===== src/sv/arfh_pkg.sv =====
// Package: constants, tables and helper functions for the AES round fold hash.
package arfh_pkg;

    localparam logic [63:0] GOLDEN = 64'h9E3779B97F4A7C15;
    localparam logic [63:0] MIX_A  = 64'h0000_0000_85eb_ca6b;
    localparam logic [63:0] MIX_B  = 64'h0000_0000_c2b2_ae35;
    localparam logic [5:0]  FULL_COUNT = 6'd32;

    // round key, bytes 0..31 as little-endian words
    localparam logic [255:0] ROUND_KEY = {
        64'hf95524bf9f2fdfa8, 64'hf3fb6d8bd7643b1d,
        64'ha70413383f55618f, 64'h376d0932e21de58f};

    typedef logic [127:0] half_t;

    localparam logic [7:0] SBOX [256] = '{
     8'h63,8'h7c,8'h77,8'h7b,8'hf2,8'h6b,8'h6f,8'hc5,8'h30,8'h01,8'h67,8'h2b,8'hfe,8'hd7,8'hab,8'h76,
     8'hca,8'h82,8'hc9,8'h7d,8'hfa,8'h59,8'h47,8'hf0,8'had,8'hd4,8'ha2,8'haf,8'h9c,8'ha4,8'h72,8'hc0,
     8'hb7,8'hfd,8'h93,8'h26,8'h36,8'h3f,8'hf7,8'hcc,8'h34,8'ha5,8'he5,8'hf1,8'h71,8'hd8,8'h31,8'h15,
     8'h04,8'hc7,8'h23,8'hc3,8'h18,8'h96,8'h05,8'h9a,8'h07,8'h12,8'h80,8'he2,8'heb,8'h27,8'hb2,8'h75,
     8'h09,8'h83,8'h2c,8'h1a,8'h1b,8'h6e,8'h5a,8'ha0,8'h52,8'h3b,8'hd6,8'hb3,8'h29,8'he3,8'h2f,8'h84,
     8'h53,8'hd1,8'h00,8'hed,8'h20,8'hfc,8'hb1,8'h5b,8'h6a,8'hcb,8'hbe,8'h39,8'h4a,8'h4c,8'h58,8'hcf,
     8'hd0,8'hef,8'haa,8'hfb,8'h43,8'h4d,8'h33,8'h85,8'h45,8'hf9,8'h02,8'h7f,8'h50,8'h3c,8'h9f,8'ha8,
     8'h51,8'ha3,8'h40,8'h8f,8'h92,8'h9d,8'h38,8'hf5,8'hbc,8'hb6,8'hda,8'h21,8'h10,8'hff,8'hf3,8'hd2,
     8'hcd,8'h0c,8'h13,8'hec,8'h5f,8'h97,8'h44,8'h17,8'hc4,8'ha7,8'h7e,8'h3d,8'h64,8'h5d,8'h19,8'h73,
     8'h60,8'h81,8'h4f,8'hdc,8'h22,8'h2a,8'h90,8'h88,8'h46,8'hee,8'hb8,8'h14,8'hde,8'h5e,8'h0b,8'hdb,
     8'he0,8'h32,8'h3a,8'h0a,8'h49,8'h06,8'h24,8'h5c,8'hc2,8'hd3,8'hac,8'h62,8'h91,8'h95,8'he4,8'h79,
     8'he7,8'hc8,8'h37,8'h6d,8'h8d,8'hd5,8'h4e,8'ha9,8'h6c,8'h56,8'hf4,8'hea,8'h65,8'h7a,8'hae,8'h08,
     8'hba,8'h78,8'h25,8'h2e,8'h1c,8'ha6,8'hb4,8'hc6,8'he8,8'hdd,8'h74,8'h1f,8'h4b,8'hbd,8'h8b,8'h8a,
     8'h70,8'h3e,8'hb5,8'h66,8'h48,8'h03,8'hf6,8'h0e,8'h61,8'h35,8'h57,8'hb9,8'h86,8'hc1,8'h1d,8'h9e,
     8'he1,8'hf8,8'h98,8'h11,8'h69,8'hd9,8'h8e,8'h94,8'h9b,8'h1e,8'h87,8'he9,8'hce,8'h55,8'h28,8'hdf,
     8'h8c,8'ha1,8'h89,8'h0d,8'hbf,8'he6,8'h42,8'h68,8'h41,8'h99,8'h2d,8'h0f,8'hb0,8'h54,8'hbb,8'h16
    };

    function automatic logic [7:0] xtime(input logic [7:0] b);
        xtime = {b[6:0], 1'b0} ^ (b[7] ? 8'h1b : 8'h00);
    endfunction

    // control passed from the input stage to the finish stage
    typedef struct packed {
        logic        start;
        logic        full;
        logic        last;
        logic [63:0] tail;
    } blk_ctl_t;

endpackage


===== src/sv/arfh_finish.sv =====
// Merge stage: folds lanes or tail into the accumulator, runs the final mix.
module arfh_finish (
    input  logic              aclk,
    input  logic              aresetn,
    input  logic              load,
    input  arfh_pkg::blk_ctl_t ctl,
    input  logic [255:0]      lanes,
    input  logic [63:0]       hash_seed,
    output logic              busy,
    output logic              done,
    output logic [63:0]       hash_value,
    input  logic              taken
);
    import arfh_pkg::*;

    typedef enum logic [2:0] {
        S_IDLE, S_FOLD, S_A_LO, S_A_HI, S_B_LO, S_B_HI, S_X33, S_OUT
    } fin_state_t;

    fin_state_t  state_reg;
    blk_ctl_t    ctl_reg;
    logic        start_reg;
    logic [63:0] acc_reg;
    logic [63:0] prod_reg;
    logic [63:0] hash_reg;
    logic        valid_reg;
    logic        handoff;
    logic [63:0] fold;
    logic [63:0] h_fold;
    logic [63:0] x1;
    logic [31:0] mul_k;
    logic [31:0] mul_lo_in;
    logic [31:0] hi_prod;
    logic [63:0] lo_prod;

    assign fold = lanes[63:0] ^ lanes[127:64] ^ lanes[191:128] ^ lanes[255:192];
    assign h_fold = (ctl_reg.start ? (hash_seed ^ GOLDEN) : acc_reg)
                    ^ (ctl_reg.full ? fold : ctl_reg.tail);
    assign x1 = acc_reg ^ (acc_reg >> 29);

    // 64x32 multiply split into two 32x32 halves (low half, then high half)
    assign mul_k = ((state_reg == S_A_LO) || (state_reg == S_A_HI)) ? MIX_A[31:0]
                                                                    : MIX_B[31:0];
    assign mul_lo_in = (state_reg == S_B_LO) ? x1[31:0] : acc_reg[31:0];
    assign lo_prod = {32'd0, mul_lo_in} * {32'd0, mul_k};
    assign hi_prod = acc_reg[63:32] * mul_k;

    // hash moves to the output register once it is free
    assign handoff = (state_reg == S_OUT) && (!valid_reg || taken);

    always_ff @(posedge aclk) begin
        if (!aresetn) begin
            state_reg <= S_IDLE;
            start_reg <= 1'b1;
            acc_reg   <= '0;
            valid_reg <= 1'b0;
        end else begin
            if (handoff) begin
                hash_reg  <= acc_reg;
                valid_reg <= 1'b1;
            end else if (taken) begin
                valid_reg <= 1'b0;
            end
            case (state_reg)
                S_IDLE: begin
                    if (load) begin
                        ctl_reg   <= '{start: start_reg, full: ctl.full, last: ctl.last,
                                       tail: ctl.tail};
                        start_reg <= ctl.last;
                        state_reg <= S_FOLD;
                    end
                end
                S_FOLD: begin
                    acc_reg <= h_fold;
                    if (ctl_reg.last) begin
                        state_reg <= S_A_LO;
                    end else begin
                        state_reg <= S_IDLE;
                    end
                end
                S_A_LO: begin
                    prod_reg  <= lo_prod;
                    state_reg <= S_A_HI;
                end
                S_A_HI: begin
                    acc_reg   <= prod_reg + {hi_prod, 32'd0};
                    state_reg <= S_B_LO;
                end
                S_B_LO: begin
                    acc_reg   <= x1;
                    prod_reg  <= lo_prod;
                    state_reg <= S_B_HI;
                end
                S_B_HI: begin
                    acc_reg   <= prod_reg + {hi_prod, 32'd0};
                    state_reg <= S_X33;
                end
                S_X33: begin
                    acc_reg   <= acc_reg ^ (acc_reg >> 33);
                    state_reg <= S_OUT;
                end
                S_OUT: begin
                    if (handoff) begin
                        state_reg <= S_IDLE;
                    end
                end
                default: state_reg <= S_IDLE;
            endcase
        end
    end

    assign busy = (state_reg != S_IDLE);
    assign done = valid_reg;
    assign hash_value = hash_reg;

    // a result shows only after a last block
    a_done_last: assert property (@(posedge aclk) disable iff (!aresetn)
        $rose(done) |-> ctl_reg.last) else $error("result without last block");
    a_out_restart: assert property (@(posedge aclk) disable iff (!aresetn)
        (state_reg == S_OUT) |-> start_reg) else $error("no message restart");
    a_hold: assert property (@(posedge aclk) disable iff (!aresetn)
        (done && !taken) |=> (done && $stable(hash_value))) else $error("result lost");
endmodule


===== config.mk =====
export PLATFORM = sky130hd
export DESIGN_NAME = arfh_finish
export DESIGN_NICKNAME = d
export VERILOG_FILES = /design/src/sv/arfh_pkg.sv /design/src/sv/arfh_finish.sv
export SDC_FILE = /design/constraint.sdc
export NUM_CORES = 2
export LEC_CHECK = 0
export ABC_AREA = 1
export BUFFER_PORTS_ARGS = -buffer_cell sky130_fd_sc_hd__buf_2
export CAP_MARGIN = 20
export CORE_ASPECT_RATIO = 2
export CORE_MARGIN = 2
export CORE_UTILIZATION = 41
export CTS_BUF_LIST = sky130_fd_sc_hd__clkbuf_8
export DETAILED_ROUTE_END_ITERATION = 8
export MAX_ROUTING_LAYER = met4
export PLACE_DENSITY = 0.68
export REMOVE_ABC_BUFFERS = 1
export SLEW_MARGIN = 25
export SYNTH_ARGS = -nofsm -noshare
export SYNTH_HDL_FRONTEND = slang
export SYNTH_SLANG_ARGS = --single-unit

===== constraint.sdc =====
create_clock -name aclk -period 7.85 [get_ports aclk]
set_input_delay 0.3925 -clock aclk [delete_from_list [all_inputs] [get_ports aclk]]
set_output_delay 0.3925 -clock aclk [all_outputs]
set_load 0.01 [all_outputs]

## Yosys cells after proc, flatten, opt, wreduce, memory -nomap -nowiden

Cells that the tools add are included.

| word-level totals | value |
|---|---|
| register bits | 264 |
| input port bits | 391 |
| output and inout port bits | 66 |
| logic and storage cells | 55 |

| operators by class | value |
|---|---|
| $add $sub $neg | 1 |
| multipliers | 2 |
| eq/ne operators | 9 |
| multiplexer cells | 11 |
| bitwise operators | 7 |
| reduce and logical (&&, ||, !) cells | 15 |

Operator list:

| kind | number |
|---|---|
| $pmux W64 S4 | 1 |
| $xor A64 B64 Y64 | 4 |
| $mux W64 | 2 |
| $add A64 B64 Y64 | 1 |
| $mul A32 B32 Y64 | 1 |
| $xor A64 B31 Y64 | 1 |
| $xor A64 B35 Y64 | 1 |
| $not A38 Y38 | 1 |
| $mul A32 B32 Y32 | 1 |
| $mux W32 | 1 |
| $mux W31 | 1 |
| $pmux W3 S8 | 1 |
| $eq A3 B3 Y1 const B | 4 |
| $reduce_and A2 Y1 | 4 |
| $eq A3 B2 Y1 const B | 2 |
| $mux W3 | 2 |
| $ne A2 B2 Y1 const B | 2 |
| $reduce_bool A4 Y1 | 1 |
| $reduce_or A2 Y1 | 2 |
| $eq A3 B1 Y1 const B | 1 |
| $logic_not A3 Y1 | 1 |
| $reduce_and A3 Y1 | 1 |
| $reduce_bool A3 Y1 | 1 |
| $logic_or A1 B1 Y1 | 2 |
| 5 further kinds | 6 |

## Logic depth before layout (Yosys ltp)

| logic depth | value |
|---|---|
| depth after elaboration | 6 |
| depth in mapped cells | 47 |

## Worst setup path before layout

OpenSTA, ideal clock, no wires.

| path | value |
|---|---|
| path type | flip-flop to flip-flop |
| start | reg state_reg[0] |
| end | reg prod_reg[58], data pin |
| arrival time | 8163 ps |
| setup slack | -575 ps |
| stages on the path, launching flop included | 36 |
| path buffers | 3 |
| period minus slack after synthesis | 8425 ps |
| cells stage by stage | dfxtp_1 -> buf_4 -> nor3_1 -> clkbuf_2 -> clkbuf_1 -> o21ai_0 -> o21ai_0 -> inv_1 -> nor2_1 -> inv_1 -> fa_1 -> inv_1 -> fa_1 -> inv_1 -> fa_1 -> fa_1 -> inv_1 -> fa_1 -> inv_1 -> fa_1 -> inv_1 -> fa_1 -> inv_1 -> fa_1 -> inv_1 -> ha_1 -> nand2_1 -> nor2_1 -> inv_1 -> nor4_1 -> nand4_1 -> nand3_1 -> nand2_1 -> o211ai_1 -> a211oi_1 -> xnor2_1 |

| on the way | value |
|---|---|
| longest elaborated chain between the ends | 4 |

Ends and longest elaborated chain:

| item | line | RTL |
|---|---|---|
| from (decl) | arfh_finish.sv:20 | `fin_state_t state_reg;` |
| from (signal assigned) | arfh_finish.sv:53 | `state_reg <= S_IDLE;` |
| from (signal assigned) | arfh_finish.sv:70 | `state_reg <= S_FOLD;` |
| from (signal assigned) | arfh_finish.sv:76 | `state_reg <= S_A_LO;` |
| $eq A3 B2 Y1 | arfh_finish.sv:42 | `assign mul_k = ((state_reg == S_A_LO) \|\| (state_reg == S_A_HI)) ? MIX_A[31:0]` |
| $logic_or A1 B1 Y1 | arfh_finish.sv:42 |  |
| $mux W31 | arfh_finish.sv:42 |  |
| $mul A32 B32 Y64 * | arfh_finish.sv:45 | `assign lo_prod = {32'd0, mul_lo_in} * {32'd0, mul_k};` |
| net lo_prod[58] | arfh_finish.sv:34 | `logic [63:0] lo_prod;` |
| to (signal assigned) | arfh_finish.sv:82 | `prod_reg <= lo_prod;` |
| to (signal assigned) | arfh_finish.sv:91 | `prod_reg <= lo_prod;` |
| to (decl) | arfh_finish.sv:24 | `logic [63:0] prod_reg;` |

Mark *: on every way through the listed nets, which the timed path passes. The rest lies on a longest branch.
A chain may end at the register's enable or synchronous reset.

## Worst setup path after layout

| path | value |
|---|---|
| start | reg state_reg[2] |
| end | reg prod_reg[60], data pin |

Same word-level chain as after synthesis.

==> results.json <==
{
  "gp_congestion": 1.08,
  "relSlewSlack": 0.234,
  "async_reset_ff_frac": 0,
  "via_per_inst": 5.30,
  "crit_arrival_ns": 8.82,
  "dr.first_iter.drc_count": 2922,
  "hold-path-cell-count": 6,
  "fin_crit_ns": 8.35,
  "portBuffers": 455,
  "drc": 0,
  "setup_viol_count_final": 44,
  "dp_hpwl_um": 226000,
  "synth_cell_types": 54,
  "crit_path_end_kind": "flip-flop",
  "finalHoldViolations": 0,
  "grt_max_degree": 65,
  "ys.flop_type": "edfxtp_1",
  "ant_nets": 0,
  "grtUsageTotal": 0.419,
  "max-cap-violations": 0,
  "cts.sinks": 264,
  "fin_crit_sh": 1.06,
  "rsz0062_at_grt": "true",
  "insertion_delay_ns": 0.80,
  "violations": "setup timing",
  "ioPinCount": 457,
  "largest_reg_flops": 67,
  "ff_latch_area_um2": 7250,
  "report.final.slew_viol_count": 0,
  "r2r_slack_ns": -0.50,
  "core_area_um2": 127000,
  "post-place-ws_ns": -1.11,
  "max_freq_mhz": 120,
  "synth_cells": 5885,
  "synth_top_cell_by_area": "fa_1",
  "netlist_top_cells_area": "fa_1 (34%), ha_1 (17%), edfxtp_1 (11%)",
  "clock_skew_ns": 0.0896,
  "synth-edff-count": 195,
  "layout_commonest_cell": "inv_1",
  "clock_path_buffers": 3,
  "yosysSeqAreaShare": 0.138,
  "nets": 9595,
  "start_util": 0.413,
  "min_path_type": "input pin to flip-flop",
  "syn_area_um2": 52500,
  "synth_seq_cells": 264,
  "grt.overflow.total": 0,
  "antenna_found_initial": 22,
  "slowest_stage": "fa_1",
  "die-area_um2": 131000,
  "grt_pass1_wl_um": 368000,
  "start_kind": "flip-flop",
  "clk_pin_slew_ns": 0.07,
  "status": "finished with violations",
  "drive_gt1_frac": 0.371,
  "tightest_slew_ns": 1.15,
  "area_growth_pct": 41.5,
  "wl_um": 272000,
  "routedWlPerCell_um": 29.2,
  "syn_area_per_cell_um2": 8.92,
  "multi_input_area_um2": 43900,
  "crit_type": "flip-flop to flip-flop",
  "cp_slowest_stage_delay_ns": 0.55,
  "grt_pass1_vias": 53600,
  "dieWidth_um": 257,
  "numCtsBuffers": 44,
  "cp_max_fo": 6,
  "die_h_um": 510,
  "final_cell_mix": "inv_1 (1342), buf_4 (1085), fa_1 (768)",
  "fin_util": 0.585,
  "dr.pass1.iters": 7,
  "cts-root-buf": "clkbuf_8",
  "required_ns": 8.32,
  "yosys_warnings": 0,
  "fillers": 11100,
  "route.vias.total": 49400,
  "netlist.area_leader.share": 0.339,
  "cts_tree": "done",
  "worst_hold_slack_ns": 0.0524,
  "worst_slack_ns": -0.495,
  "rows": 185,
  "path_common_cell": "fa_1",
  "rr_worst_depth": 38,
  "htreeDepth": 2
}
[cell type report]
type | count | area share
Antenna cell | 16 | 0.000539
Clock buffer | 46 | 0.00852
Clock inverter | 36 | 0.00399
Inverter | 1526 | 0.0781
Multi-Input combinational cell | 3924 | 0.591
Sequential cell | 264 | 0.0976
Tap cell | 1683 | 0.0283
Timing Repair Buffer | 1834 | 0.192
[metrics by stage]
| stage | TNS, ns | instance area, µm² | instances |
|---|---|---|---|
| floorplan | -131.52 | 51800 | 5714 |
| global placement | -39.66 | 64600 | 8929 |
| detailed placement | -40.30 | 64600 | 8929 |
| CTS | -6.58 | 70600 | 9214 |
| global route | -17.98 | 74300 | 9327 |
| finish | -9.81 | 74300 | 9329 |
[logic make-up (layout without fill, tap and decap cells)]
kind of cell | after synthesis | count (layout) | share of synthesized area
buf+inv | 1702 | 3442 | 0.122
fa+ha+maj | 1610 | 1610 | 0.511
simple gates | 1191 | 1191 | 0.0915
compound gates | 775 | 775 | 0.0804
xor+xnor | 341 | 341 | 0.0570
flops | 264 | 264 | 0.138
other cells | 2 | 23 | 0.000143
[metal layers]
metal	vias up	track usage	routed length [µm]
met5	-	-	0
met4	0	0.516	44300
met3	1503	0.0681	14900
met2	2367	0.731	137000
met1	24000	0.340	76200
li1	21500	-	-
[repair_timing]
item / 4_1_cts / 5_1_grt
pin swaps: 252 / 313
endpoints found under the hold margin: 68 / 0
endpoints found under the setup margin: 64 / 58
gates cloned: 8 / 5
buffers inserted: 135 / 121
hold buffers: 68 / 0
resized for setup: 835 / 677
[critical path, delay by kind of cell (launching register included)]
family	cells	cell delay [ns]
xor gates and xnor gates	1	0.07
AOI/OAI and AO/OA	1	0.07
buffers and inverters	14	1.69
and+or+nand+nor	13	1.55
adders and majority gates	9	4.22
DFF	1	0.37
[cell usage after synthesis, types with 5 or more instances]
| cell | count |
|---|---|
| a211oi_1 | 5 |
| a21o_1 | 17 |
| a21oi_1 | 266 |
| a221oi_1 | 12 |
| a31oi_1 | 62 |
| buf_1 | 10 |
| clkbuf_1 | 158 |
| clkinv_1 | 8 |
| dfxtp_1 | 69 |
| edfxtp_1 | 195 |
| fa_1 | 888 |
| ha_1 | 722 |
| inv_1 | 1511 |
| inv_2 | 6 |
| nand2_1 | 671 |
| nand3_1 | 106 |
| nand4_1 | 11 |
| nor2_1 | 343 |
| nor3_1 | 23 |
| nor4_1 | 5 |
| o211ai_1 | 14 |
| o21a_1 | 16 |
| o21ai_0 | 351 |
| o21bai_1 | 7 |
| or2_2 | 17 |
| xnor2_1 | 222 |
| xor2_1 | 118 |
[worst paths after layout]
check / startpoint / end
worst max register to register: state_reg[2] / prod_reg[60]
worst max-delay path: state_reg[2] / prod_reg[60]
worst min register to register: start_reg / ctl_reg[66]
worst min-delay path: hash_seed[8] / acc_reg[8]
Power is left out: the tool's default activity adds up to more than one toggle a clock period on the data nets, which glitch-free logic cannot reach.
